## config.mk

```make
export PLATFORM = sky130hd
export DESIGN_NAME = wtsp_fifo
export DESIGN_NICKNAME = d
export VERILOG_FILES = /design/src/rtl/wtsp_pkg.sv /design/src/rtl/wtsp_fifo.sv
export SDC_FILE = /design/constraint.sdc
export NUM_CORES = 1
export LEC_CHECK = 0
export BUFFER_PORTS_ARGS = -buffer_cell sky130_fd_sc_hd__buf_4
export CAP_MARGIN = 25
export CORE_AREA = 2 2 290 149
export CTS_CLUSTER_SIZE = 24
export DETAILED_ROUTE_END_ITERATION = 12
export DIE_AREA = 0 0 292 151
export PLACE_DENSITY_LB_ADDON = 0.2
export REMOVE_ABC_BUFFERS = 1
export SYNTH_ARGS = -nofsm -noshare
export SYNTH_HDL_FRONTEND = slang
export SYNTH_SLANG_ARGS = --single-unit
```

## constraint.sdc

```tcl
create_clock -name aclk -period 10.7 [get_ports aclk]
set_input_delay 2.14 -clock aclk [delete_from_list [all_inputs] [get_ports aclk]]
set_output_delay 2.14 -clock aclk [all_outputs]
set_load 0.005 [all_outputs]
```

## src/rtl/wtsp_pkg.sv

```systemverilog
// Package for the world to screen projection: payload types, register codes, widths.
package wtsp_pkg;

    typedef struct packed {
        logic signed [23:0] world_x;
        logic signed [23:0] world_y;
        logic signed [23:0] world_z;
    } wtsp_in_t;

    typedef struct packed {
        logic               visible;
        logic signed [15:0] screen_x;
        logic signed [15:0] screen_y;
    } wtsp_out_t;

    localparam int CFG_IDX_W  = 4;
    localparam int CFG_DATA_W = 48;
    typedef logic [CFG_IDX_W-1:0] cfg_index_t;

    localparam cfg_index_t CFG_ROW_X  = 4'd0;
    localparam cfg_index_t CFG_ROW_Y  = 4'd1;
    localparam cfg_index_t CFG_ROW_W  = 4'd2;
    localparam cfg_index_t CFG_OFF_X  = 4'd3;
    localparam cfg_index_t CFG_OFF_Y  = 4'd4;
    localparam cfg_index_t CFG_OFF_W  = 4'd5;
    localparam cfg_index_t CFG_VIEW_W = 4'd6;
    localparam cfg_index_t CFG_VIEW_H = 4'd7;

    localparam int CLIP_W = 45;   // exact Q.20 clip sum
    localparam int HALF_W = 14;   // floor half of a 15-bit viewport size
    localparam int NUM_W  = CLIP_W + HALF_W;
    localparam int QUOT_W = 18;   // quotient bits kept before saturation
    localparam logic signed [CLIP_W-1:0] W_MIN = 45'sd12288;  // 3/256 in Q.20

    typedef struct packed {
        logic [47:0]        row_x;
        logic [47:0]        row_y;
        logic [47:0]        row_w;
        logic signed [31:0] off_x;
        logic signed [31:0] off_y;
        logic signed [31:0] off_w;
        logic [14:0]        view_w;
        logic [14:0]        view_h;
    } wtsp_cfg_t;

    typedef struct packed {
        logic              visible;
        logic              neg_x;
        logic              neg_y;
        logic [CLIP_W-1:0] mag_x;
        logic [CLIP_W-1:0] mag_y;
        logic [CLIP_W-1:0] den;
    } wtsp_entry_t;

    typedef struct packed {
        logic push;
        logic pop;
        logic full;
        logic empty;
    } wtsp_q_ctl_t;

endpackage

```

## src/rtl/wtsp_fifo.sv

```systemverilog
// Short queue between the front end and the divide back end.
module wtsp_fifo #(
    parameter int DEPTH = 4
) (
    input  logic                  aclk,
    input  logic                  aresetn,
    input  logic                  push,
    input  wtsp_pkg::wtsp_entry_t wr_data,
    input  logic                  pop,
    output wtsp_pkg::wtsp_entry_t rd_data,
    output wtsp_pkg::wtsp_q_ctl_t ctl
);
    import wtsp_pkg::*;

    localparam int PTR_W = (DEPTH > 1) ? $clog2(DEPTH) : 1;
    localparam int CNT_W = $clog2(DEPTH + 1);

    wtsp_entry_t      mem [DEPTH];
    logic [PTR_W-1:0] wr_ptr_reg, rd_ptr_reg;
    logic [CNT_W-1:0] count_reg;

    function automatic logic [PTR_W-1:0] bump(input logic [PTR_W-1:0] p);
        return (p == PTR_W'(DEPTH - 1)) ? '0 : PTR_W'(p + 1'b1);
    endfunction

    assign ctl.push  = push;
    assign ctl.pop   = pop;
    assign ctl.full  = count_reg == CNT_W'(DEPTH);
    assign ctl.empty = count_reg == '0;
    assign rd_data   = mem[rd_ptr_reg];

    always_ff @(posedge aclk) begin
        if (!aresetn) begin
            wr_ptr_reg <= '0;
            rd_ptr_reg <= '0;
            count_reg  <= '0;
        end else begin
            if (push) wr_ptr_reg <= bump(wr_ptr_reg);
            if (pop)  rd_ptr_reg <= bump(rd_ptr_reg);
            if (push && !pop)      count_reg <= CNT_W'(count_reg + 1'b1);
            else if (pop && !push) count_reg <= CNT_W'(count_reg - 1'b1);
        end
    end

    always_ff @(posedge aclk) begin
        if (push) mem[wr_ptr_reg] <= wr_data;
    end

    a_no_overflow: assert property (@(posedge aclk) disable iff (!aresetn)
        push |-> (!ctl.full || pop)) else $error("queue overflow");
    a_no_underflow: assert property (@(posedge aclk) disable iff (!aresetn)
        pop |-> !ctl.empty) else $error("queue underflow");
    a_count_range: assert property (@(posedge aclk) disable iff (!aresetn)
        count_reg <= CNT_W'(DEPTH)) else $error("queue count out of range");

endmodule

```

==> metrics.md, run 1 <==
| Metric | Value |
|---|---|
| Routed via count | 8967 |
| Fraction of the mapped netlist area in simple logic gates | 0.00439 |
| Highest ir drop seen on vdd | 0.000159 V |
| Endpoint type of the worst setup path | primary output |
| Total routed wire length on the met1 layer | 17100 um |
| Detailed placer's ending HPWL | 23300 um |
| Floorplan die width | 292 um |
| GRT Total Usage | 0.174 |
| Worst hold path class | flop to flop |
| PnR Total Power | 4610 uW |
| Compound-Gate Fraction of Synth Area | 0.000976 |
| Number of enable flip-flop cells after synthesis | 552 |
| Run status | complete, no violations |
| Top post-synthesis cells by count | 552 x sky130_fd_sc_hd__edfxtp_1, 138 x sky130_fd_sc_hd__mux4_2, 13 x sky130_fd_sc_hd__buf_2 |
| Worst Hold Slack | 0.528 ns |
| Most common cell in the synthesized netlist | sky130_fd_sc_hd__edfxtp_1 |
| Clock sinks | 561 |
| Clock tree from TritonCTS | done |
| Via density per instance | 5.39 |
| Fin nets | 1228 |
| Async SR Flop Fraction | 0 |
| Largest family of logic cells by synthesized area | multiplexers |
| Clock latency reported for the late side of the worst-skew pair | 0.55 ns |
| First-pass GRT wire length | 57700 um |
| Starting density of the core | 0.495 |
| Endpoints failing hold | 0 |
| Share of post-route cells with drive strength above 1 | 0.452 |
| Number of DRC markers after the initial detailed-route iteration | 556 |
| Final Max Slew Viols | 0 |
| Part of the Yosys area used for sequential elements | 0.817 |
| Routed wire length on met3 | 2410 um |
| Number of buffers added by the clock tree synthesis step | 47 |
| Antenna cells | 0 |
| Top cells by area in the synthesized netlist | sky130_fd_sc_hd__edfxtp_1 81%, sky130_fd_sc_hd__mux4_2 15%, sky130_fd_sc_hd__buf_12 1.1%, sky130_fd_sc_hd__dfxtp_1 0.88%, sky130_fd_sc_hd__ha_1 0.37% |
| Leading register cell type out of synthesis | sky130_fd_sc_hd__edfxtp_1 |
| Avg Synthesized Cell Area | 26.7 um2 |
| Mean routed wirelength per cell | 23.2 um |
| Gate Count Post-Synth | 767 |
| Hold_buf cts | 0 |
| Category of the worst setup path launch point | flop |
| Number of flip-flops under the largest register name | 552 |
| Final ANT Viol Nets | 0 |
| Area leader, netlist | sky130_fd_sc_hd__edfxtp_1 |
| Resize count post-CTS | 0 |
| Post-CTS Setup Bufs | 0 |
| Fraction of the mapped netlist area in adder cells | 0.00464 |
| Highest clock rate | 180 MHz |
| Clock Path Buffers | 3 |
| Warnings from Yosys | 0 |
| Cell Pwr Density | 188 mW/mm2 |
| Initial antenna violation count | 1 |
| Unrepaired setup endpoints after global routing | false |
| Setup TNS | 0 ns |
| Highest routed layer | met5 |
| Worst Path Required | 8.56 ns |
| Die Outline Area | 0.0441 mm2 |
| DRT Pass-1 Iters | 4 |
| Number of H-tree branching levels | 2 |
| Slew of the pin with the lowest slew margin | 0.997 ns |
| Post-synthesis instance area | 0.0205 mm2 |
| Category of the most critical setup path | flop to primary output |
| Clk pin slew, worst setup/hold paths | 0.07 ns |
| Time the final worst path needs with I/O delays and setup | 5.55 ns |
| Number of rows in the core area | 53 |
| Drt total wl | 38600 um |
| Distinct cell type count of the synthesized netlist | 23 |
| MaxCap Viol Count | 0 |
| Gpl congestion | 0.733 |
| Flops & latches, synth | 561 |
| Fraction of synthesized cell area taken by the top area cell type | 0.808 |
| GR Overflow Total | 0 |
| Buffer type at the clock tree root | sky130_fd_sc_hd__clkbuf_16 |
| Share of the clock period used by the worst path after layout | 0.519 |
| Boundary Pins | 284 |
| Clock skew after layout | 0.0116 ns |
| Number of cells after detailed placement | 1580 |
| Final core area utilization | 0.592 |
| Post-synthesis mux area share | 0.154 |
| Number of cells in the finished layout apart from fillers | 1664 |
| Port Buf Inserts | 283 |
| Via count of the first global-routing pass | 9355 |
| Relative area change from synthesis to final layout | 19.6% |
| Fill cell count | 2922 |
| Synthesized-area fraction occupied by xor and xnor cells | 0.000854 |
| Leakage | 0.00817 uW |
| Routed length on met2 | 18600 um |
| DRC errors left | 0 |
| Highest net fanout along the worst path | 36 |
| Arrival time worst endpoint | 3.41 ns |
| Core area | 0.0414 mm2 |
| Maximum number of pins on one net before global-route repair | 65 |
| Height of the chip | 151 um |
| Worst slew margin | 0.335 |
| Number of failing setup endpoints in the final timing report | 0 |
-- layer usage --
metal  vias up  track usage
met4         2       0.0304
li1       3932            -
met5         -            0
met1      4786        0.250
met3        44       0.0493
met2       203        0.273
-- final timing paths --
path              cells past startpoint                  startpoint                   endpoint  slack [ns]
hold / removal                        2   count_reg[2]$_SDFFE_PN0P_  count_reg[2]$_SDFFE_PN0P_        0.53
setup reg to reg                      4  wr_ptr_reg[0]$_SDFFE_PN0P_      mem[1][111]$_DFFE_PP_        7.64
setup / recovery                      4                        flop               rd_data[103]        5.15
hold reg to reg                       2   count_reg[2]$_SDFFE_PN0P_  count_reg[2]$_SDFFE_PN0P_        0.53
-- metrics by stage --
stage               area (um2)  setup slack [ns]
detailed placement       23100              5.55
finish                   24500              5.15
global placement         23100              5.56
global route             24500              4.76
floorplan                20100              2.21
CTS                      24500              4.93
-- cells in the final DEF (no fill, tap or decap), types with 4 or more instances in the layout --
cell and instances:
sky130_fd_sc_hd__inv_1 4, sky130_fd_sc_hd__mux4_2 138, sky130_fd_sc_hd__mux2i_1 4, sky130_fd_sc_hd__buf_4 296
sky130_fd_sc_hd__ha_1 6, sky130_fd_sc_hd__bufinv_16 4, sky130_fd_sc_hd__edfxtp_1 552, sky130_fd_sc_hd__nor2b_1 5
sky130_fd_sc_hd__dfxtp_1 7, sky130_fd_sc_hd__clkbuf_16 47, sky130_fd_sc_hd__clkbuf_1 9, sky130_fd_sc_hd__clkinv_1 11
sky130_fd_sc_hd__clkinv_2 9, sky130_fd_sc_hd__and2_4 4
-- power breakdown --
group          switching (uW)  internal (uW)  leakage [uW]
sequential               31.0           2520       0.00515
clock                     739            904      0.000708
combinational             189            225       0.00232
total                     959           3650       0.00817
-- cell type report --
type / count / area, um2 / share of cell area
Clock buffer: 56 / 1210 / 0.0493
Clock inverter: 28 / 239 / 0.00975
Inverter: 4 / 15.0 / 0.000612
Multi-Input combinational cell: 169 / 3380 / 0.138
Sequential cell: 561 / 16800 / 0.684
Tap cell: 550 / 688 / 0.0281
Timing Repair Buffer: 296 / 2220 / 0.0906
-- kinds of logic after synthesis --
family | after synthesis
AND/OR/NAND/NOR | 15
flip-flops | 561
AO/OA/AOI/OAI | 3
XOR/XNOR | 2
buffers and inverters | 37
adder cells (fa/ha/maj) | 7
multiplexers | 142
-- critical path: stages, from the launching register on --
cell                      delay [ns]
sky130_fd_sc_hd__dfxtp_4        0.70
sky130_fd_sc_hd__buf_4          0.62
sky130_fd_sc_hd__buf_4          0.69
sky130_fd_sc_hd__mux4_2         0.60
sky130_fd_sc_hd__buf_4          0.15
Note: power is estimated with default switching activity, not from simulation.
==> run 2: changes to the inputs <==
==> constraint.sdc (replaced) <==
create_clock -name aclk -period 5.36 [get_ports aclk]
set_input_delay 1.072 -clock aclk [delete_from_list [all_inputs] [get_ports aclk]]
set_output_delay 1.072 -clock aclk [all_outputs]
set_load 0.005 [all_outputs]
==> run 2 against run 1 <==
Effect of this change: critical path depth is 1 lower; die area stayed put; critical path type unchanged; largest cell class unchanged; non-clock buffer count shrank 1; setup slack worse by 3.4 ns; first-iteration DRC count increased by 13%; critical endpoint is now rd_data[137]; global-route usage grew 0.13 points; sequential cell count unchanged; wire length decreased by 0.30%; utilization increased by 0.53 points; count of clock-buffer cells in the layout increased by 5; cell area up 0.90%; final cell count rose by 0.24%.
==> metrics.md, run 2 (synthesis results as in run 1) <==
| Metric | Value |
|---|---|
| Fin nets | 1229 (+0.081%) |
| Category of the most critical setup path | flop to primary output |
| Relative area change from synthesis to final layout | 20.7% |
| Run status | complete, no violations |
| MaxCap Viol Count | 0 (unchanged) |
| Starting density of the core | 0.495 (unchanged) |
| Highest routed layer | met4 |
| Port Buf Inserts | 283 (unchanged) |
| Arrival time worst endpoint | 2.54 ns (-0.87 ns) |
| Final Max Slew Viols | 0 (unchanged) |
| Worst Path Required | 4.29 ns (-4.27 ns) |
| Slew of the pin with the lowest slew margin | 0.919 ns (-0.0788 ns) |
| Via count of the first global-routing pass | 9589 (+2.5%) |
| Endpoints failing hold | 0 (unchanged) |
| Number of flip-flops under the largest register name | 552 (unchanged) |
| Highest net fanout along the worst path | 60 (+67%) |
| Die Outline Area | 0.0441 mm2 (unchanged) |
| Clock Path Buffers | 3 (unchanged) |
| Worst hold path class | flop to flop |
| Number of cells in the finished layout apart from fillers | 1668 (+0.24%) |
| Core area | 0.0414 mm2 (unchanged) |
| Clock latency reported for the late side of the worst-skew pair | 0.56 ns (about the same) |
| Clk pin slew, worst setup/hold paths | 0.06 ns (about the same) |
| GR Overflow Total | 0 (unchanged) |
| Clock sinks | 561 (unchanged) |
| Floorplan die width | 292 um (unchanged) |
| Cell Pwr Density | 382 mW/mm2 (+100%) |
| Buffer type at the clock tree root | sky130_fd_sc_hd__clkbuf_16 |
| Detailed placer's ending HPWL | 23000 um (-1.2%) |
| Leakage | 0.00826 uW (+1.1%) |
| P_sw | 1940 uW (+100%) |
| Antenna cells | 0 (unchanged) |
| Switch share | 0.206 (-0.00254) |
| Maximum number of pins on one net before global-route repair | 105 (+62%) |
| DRT Pass-1 Iters | 4 (unchanged) |
| Internal power | 7510 uW (+110%) |
| Clk network pwr share | 0.372 (+0.015) |
| Combinational fraction of design power | 0.090 (about the same) |
| Height of the chip | 151 um (unchanged) |
| Routed via count | 8939 (-0.31%) |
| Time the final worst path needs with I/O delays and setup | 3.61 ns |
| Highest clock rate | 277 MHz |
| Mean routed wirelength per cell | 23.1 um (-0.54%) |
| Placed Instance Area | 0.0232 mm2 (+0.38%) |
| Number of H-tree branching levels | 2 (unchanged) |
| Hold_buf cts | 0 (unchanged) |
| Routed length on met2 | 18800 um (+0.94%) |
| Post-CTS Setup Bufs | 0 (unchanged) |
| Seq pwr share | 0.538 (-0.015) |
| Final ANT Viol Nets | 0 (unchanged) |
| Share of post-route cells with drive strength above 1 | 0.453 (about the same) |
| Top library cells by usage in the layout, fill and taps aside | 552 x sky130_fd_sc_hd__edfxtp_1, 288 x sky130_fd_sc_hd__buf_4, 138 x sky130_fd_sc_hd__mux4_2 |
| Boundary Pins | 284 (unchanged) |
| Clock tree from TritonCTS | done |
| First-pass GRT wire length | 58000 um (+0.51%) |
| DRC errors left | 0 (unchanged) |
| Gpl congestion | 0.721 (-1.6%) |
| Resize count post-CTS | 0 (unchanged) |
| Clock skew after layout | 0.0166 ns (+0.00492 ns) |
| Routed wire length on met3 | 2240 um (-6.9%) |
| Number of buffers added by the clock tree synthesis step | 49 (+4.3%) |
| Worst slew margin | 0.388 (+0.0526) |
| Via density per instance | 5.36 (-0.55%) |
| Number of rows in the core area | 53 (unchanged) |
| Most frequent standard cell in the layout excluding fill and tap cells | sky130_fd_sc_hd__edfxtp_1 |
| Total routed wire length on the met1 layer | 16800 um (-2.0%) |
| Number of cells after detailed placement | 1579 (-0.063%) |
| Number of failing setup endpoints in the final timing report | 0 (unchanged) |
| Drt total wl | 38500 um (-0.30%) |
| Initial antenna violation count | 0 (-1) |
| Unrepaired setup endpoints after global routing | false |
| Share of the clock period used by the worst path after layout | 0.674 |
| Category of the worst setup path launch point | flop |
| Final std cell area, no fill | 0.0247 mm2 (+0.90%) |
| Endpoint type of the worst setup path | primary output |
| Number of DRC markers after the initial detailed-route iteration | 631 (+13%) |
| GRT Total Usage | 0.175 (+0.00131) |
| Highest ir drop seen on vdd | 0.000287 V (+80%) |
-- run 2: changes by cell type in the layout (fill, tap and decap cells not counted), sizes merged --
cell,previous run,this run
bufinv,4,7
clkbuf,56,61
buf,296,295
clkinvlp,2,0
inv,5,6
clkinv,21,19
-- run 2: cell type report --
class / count / area, um2
multi-input cells: 169 / 3380
clock inverters: 28 / 310
repair buffers: 295 / 2310
clock buffers: 61 / 1270
inverters: 4 / 15.0
flip-flops and latches: 561 / 16800
well taps: 550 / 688
fillers: 2902 / 16700
-- run 2: final timing paths --
path                              startpoint                        end  depth (start not counted)  slack, ns
setup / recovery                        flop               rd_data[137]                          3       1.75
hold / removal     count_reg[2]$_SDFFE_PN0P_  count_reg[2]$_SDFFE_PN0P_                          2       0.52
setup reg to reg  wr_ptr_reg[0]$_SDFFE_PN0P_      mem[3][108]$_DFFE_PP_                          3       3.16
hold reg to reg    count_reg[2]$_SDFFE_PN0P_  count_reg[2]$_SDFFE_PN0P_                          2       0.52
-- run 2: through the flow --
step	power [uW]	TNS, ns	util	setup WS, ns	hold slack [ns]
2_1_floorplan	5620	-284.54	-	-2.06	0.472
3_3_place_gp	6030	0	0.558	2.27	0.503
3_5_place_dp	6050	0	0.559	2.27	0.509
4_1_cts	9570	0	0.597	1.67	0.518
5_1_grt	9810	0	0.597	1.60	0.565
6_report	9450	0	0.597	1.75	0.521
-- run 2: routing by layer --
layer	track usage	vias to the layer above
li1	-	3933
met1	0.247	4737
met2	0.281	218
met3	0.0456	51
met4	0.0392	0
met5	0	-
-- run 2: power by group through the flow --
stage	clock (uW)	sequential (uW)	combinational (uW)
final	3520	5080	849
after global routing	3800	5100	918
after CTS	3620	5090	870
after detailed placement	0	5180	868
after global placement	0	5180	852
after floorplan	0	5230	389
-- run 2: critical path: stages, from the launching register on --
cell and delay (ns):
sky130_fd_sc_hd__dfxtp_4 0.92, sky130_fd_sc_hd__buf_12 0.38, sky130_fd_sc_hd__mux4_2 0.43, sky130_fd_sc_hd__buf_4 0.17
==> run 3: changes to the inputs <==
--- a/config.mk
+++ b/config.mk
@@ -5,12 +5,13 @@
 export SDC_FILE = /design/constraint.sdc
 export NUM_CORES = 1
 export LEC_CHECK = 0
+export ABC_AREA = 1
 export BUFFER_PORTS_ARGS = -buffer_cell sky130_fd_sc_hd__buf_4
 export CAP_MARGIN = 25
-export CORE_AREA = 2 2 290 149
+export CORE_AREA = 2 2 292 150
 export CTS_CLUSTER_SIZE = 24
 export DETAILED_ROUTE_END_ITERATION = 12
-export DIE_AREA = 0 0 292 151
+export DIE_AREA = 0 0 294 152
 export PLACE_DENSITY_LB_ADDON = 0.2
 export REMOVE_ABC_BUFFERS = 1
 export SYNTH_ARGS = -nofsm -noshare
==> constraint.sdc (replaced) <==
create_clock -name aclk -period 3.05 [get_ports aclk]
set_input_delay 0.61 -clock aclk [delete_from_list [all_inputs] [get_ports aclk]]
set_output_delay 0.61 -clock aclk [all_outputs]
set_load 0.005 [all_outputs]
==> run 3 against run 2 <==
Effect of this change: count of clock-buffer cells in the layout is 5 higher; non-clock buffer count rose by 18; hold slack lost 0.27 ns; wire length up 21%; die area rose by 1.4%; sequential share of layout area is 0.83 points lower; synthesized cell count grew 82%; largest cell class unchanged; highest routed layer unchanged.
==> metrics.md, run 3 <==
| Metric | Value |
|---|---|
| End of the worst register-to-register path | mem[0][29]$_DFFE_PP_ |
| Final Max Slew Viols | 0 (unchanged) |
| Warnings from Yosys | 0 (unchanged) |
| Top cells by area in the synthesized netlist | sky130_fd_sc_hd__edfxtp_1 80%, sky130_fd_sc_hd__nor2_1 5.1%, sky130_fd_sc_hd__o21ai_0 4.2%, sky130_fd_sc_hd__o22ai_1 4.1%, sky130_fd_sc_hd__o21ai_1 2.5% |
| Most frequent standard cell in the layout excluding fill and tap cells | sky130_fd_sc_hd__edfxtp_1 |
| Fill cell count | 3312 (+14%) |
| Fraction of the mapped netlist area in simple logic gates | 0.0541 (+0.0497) |
| Cell Pwr Density | 648 mW/mm2 (+70%) |
| Drt total wl | 46400 um (+21%) |
| Share of post-route cells with drive strength above 1 | 0.222 (-0.231) |
| Time the final worst path needs with I/O delays and setup | 2.84 ns |
| Relative area change from synthesis to final layout | 20.2% |
| Gate Count Post-Synth | 1395 (+82%) |
| Hold_buf cts | 0 (unchanged) |
| Number of H-tree branching levels | 2 (unchanged) |
| Area leader, netlist | sky130_fd_sc_hd__edfxtp_1 |
| Detailed placer's ending HPWL | 26700 um (+16%) |
| Initial antenna violation count | 2 (+2) |
| DRT Pass-1 Iters | 5 (+1) |
| Part of the Yosys area used for sequential elements | 0.804 (-0.0132) |
| Flops & latches, synth | 561 (unchanged) |
| Number of DRC markers after the initial detailed-route iteration | 1015 (+61%) |
| First-pass GRT wire length | 71000 um (+22%) |
| Routed via count | 12356 (+38%) |
| Clock tree from TritonCTS | done |
| Worst Path Required | 2.44 ns (-1.85 ns) |
| Share of the clock period used by the worst path after layout | 0.931 |
| Hold wc startpoint | wr_data[51] |
| Synthesized-area fraction occupied by xor and xnor cells | 0.000420 (-0.000434) |
| Clock latency reported for the late side of the worst-skew pair | 0.56 ns (about the same) |
| Port Buf Inserts | 283 (unchanged) |
| Fin nets | 1816 (+48%) |
| Most common cell in the synthesized netlist | sky130_fd_sc_hd__edfxtp_1 |
| Endpoint type of the worst setup path | primary output |
| Number of rows in the core area | 54 (+1.9%) |
| Worst Hold Slack | 0.248 ns (-0.273 ns) |
| GRT Total Usage | 0.204 (+0.0290) |
| Slew of the pin with the lowest slew margin | 0.642 ns (-0.277 ns) |
| Height of the chip | 152 um (+0.66%) |
| Number of buffers added by the clock tree synthesis step | 49 (unchanged) |
| Fraction of synthesized cell area taken by the top area cell type | 0.795 (-0.0130) |
| Leakage | 0.00867 uW (+5.0%) |
| Largest family of logic cells by synthesized area | compound AO/OA/AOI/OAI gates |
| MaxCap Viol Count | 0 (unchanged) |
| Mean routed wirelength per cell | 20.5 um (-11%) |
| GR Overflow Total | 0 (unchanged) |
| Highest ir drop seen on vdd | 0.000418 V (+46%) |
| Endpoint, Worst Hold | mem[1][51]$_DFFE_PP_ |
| Distinct cell type count of the synthesized netlist | 21 (-8.7%) |
| Compound-Gate Fraction of Synth Area | 0.109 (+0.108) |
| Async SR Flop Fraction | 0 (unchanged) |
| Startpoint of the most critical register-to-register path | wr_ptr_reg[0]$_SDFFE_PN0P_ |
| Avg Synthesized Cell Area | 14.9 um2 (-44%) |
| Run status | complete, no violations |
| Core area | 0.0425 mm2 (+2.5%) |
| Starting density of the core | 0.490 (-0.00436) |
| Post-synthesis instance area | 0.0208 mm2 (+1.6%) |
| Post-synthesis mux area share | 0 (-0.154) |
| Number of flip-flops under the largest register name | 552 (unchanged) |
| Unrepaired setup endpoints after global routing | false |
| Worst path setup slack after routing | 0.212 ns (-1.54 ns) |
| Leading register cell type out of synthesis | sky130_fd_sc_hd__edfxtp_1 |
| Floorplan die width | 294 um (+0.68%) |
| Clock skew after layout | 0.0155 ns (-0.00101 ns) |
| Via density per instance | 5.46 (+1.8%) |
| Gpl congestion | 0.796 (+10%) |
| Highest clock rate | 352 MHz |
| Final ANT Viol Nets | 0 (unchanged) |
| Clock sinks | 561 (unchanged) |
| Top post-synthesis cells by count | 552 x sky130_fd_sc_hd__edfxtp_1, 284 x sky130_fd_sc_hd__nor2_1, 175 x sky130_fd_sc_hd__o21ai_0 |
| Endpoints failing hold | 0 (unchanged) |
| DRC errors left | 0 (unchanged) |
| Clk pin slew, worst setup/hold paths | 0.06 ns (about the same) |
| Category of the worst setup path launch point | flop |
| Worst reg2reg path depth | 5 (+2) |
| Top library cells by usage in the layout, fill and taps aside | 552 x sky130_fd_sc_hd__edfxtp_1, 293 x sky130_fd_sc_hd__buf_4, 284 x sky130_fd_sc_hd__nor2_1 |
| Slack of the worst reg-to-reg path | 1.22 ns (-1.94 ns) |
| Arrival time worst endpoint | 2.23 ns (-0.31 ns) |
| Number of failing setup endpoints in the final timing report | 0 (unchanged) |
| Fraction of the mapped netlist area in adder cells | 0.00456 (-0.0000746) |
| Clock Path Buffers | 3 (unchanged) |
| Via count of the first global-routing pass | 11933 (+24%) |
| Die Outline Area | 0.0447 mm2 (+1.4%) |
| Worst slew margin | 0.572 (+0.184) |
| Category of the most critical setup path | flop to primary output |
| Number of enable flip-flop cells after synthesis | 552 (unchanged) |
| Highest net fanout along the worst path | 34 (-43%) |
| Boundary Pins | 284 (unchanged) |
| Worst setup timing slack at the placement stage | 0.663 ns (-1.61 ns) |
| Buffer type at the clock tree root | sky130_fd_sc_hd__clkbuf_16 |
| Maximum number of pins on one net before global-route repair | 128 (+22%) |
| Worst hold path class | input pin to flop |
| Hold Path Depth | 1 (-1) |
run 3: cell count changes after synthesis, sizes merged, moves of 12 or more:
cell    change
clkbuf     +41
mux4      -138
buf        +18
inv        +12
o22ai     +138
o21ai     +278
nor2      +283
run 3: worst max path at each step:
stage,end,slack (ns),cells past startpoint
after floorplan,rd_data[0],-5.00,3
after global placement,rd_data[116],0.63,5
after detailed placement,rd_data[116],0.66,5
after CTS,rd_data[116],0.05,5
after global routing,rd_data[102],0.03,4
final,rd_data[102],0.21,4
run 3: worst max-delay path: stages, from the launching register on:
cell	delay, ns
sky130_fd_sc_hd__dfxtp_4	0.65
sky130_fd_sc_hd__buf_4	0.41
sky130_fd_sc_hd__o21ai_0	0.14
sky130_fd_sc_hd__o22ai_1	0.28
sky130_fd_sc_hd__buf_4	0.17
run 3: cell families after synthesis:
kind of cell    after synthesis
xor+xnor                      1
fa+ha+maj                     7
compound gates              420
buf+inv                     108
simple gates                298
flops                       561
run 3: cell type report:
| cell class | count | area [um2] | area share |
|---|---|---|---|
| sequential | 561 | 16800 | 0.669 |
| multi-input combinational | 726 | 3510 | 0.140 |
| timing repair buffer | 313 | 2590 | 0.103 |
| clock buffer | 66 | 1290 | 0.0515 |
| tap | 560 | 701 | 0.0280 |
| clock inverter | 20 | 98.8 | 0.00395 |
| inverter | 16 | 90.1 | 0.00360 |
| antenna | 2 | 5.00 | 0.000200 |
run 3: layer usage:
| metal | GRT usage | up-vias | part of all wire |
|---|---|---|---|
| li1 | - | 5820 | - |
| met5 | 0 | - | 0 |
| met3 | 0.0401 | 56 | 0.057 |
| met4 | 0.0403 | 0 | 0.015 |
| met1 | 0.300 | 6160 | 0.46 |
| met2 | 0.322 | 320 | 0.47 |
run 3: timing repair:
| item | in CTS | in global routing |
|---|---|---|
| buffers inserted | 0 | 0 |
| resized for setup | 0 | 1 |
| endpoints found under the setup margin | 0 | 4 |
run 3: stage by stage:
stage	total power (uW)	std cells	instance area, um2	utilization	TNS, ns
after floorplan	9840	1303	20300	-	-1091.42
after global placement	10800	2176	23600	0.556	0
after detailed placement	10800	2176	23600	0.556	0
after CTS	16400	2262	25000	0.589	0
after global routing	16900	2263	25000	0.589	0
final	16200	2264	25000	0.589	0
run 3: where the power goes:
part,leakage (uW),switching [uW],internal [uW]
clock,0.000672,2610,2960
combinational,0.00286,1000,755
sequential,0.00515,88.4,8810
total,0.00867,3700,12500
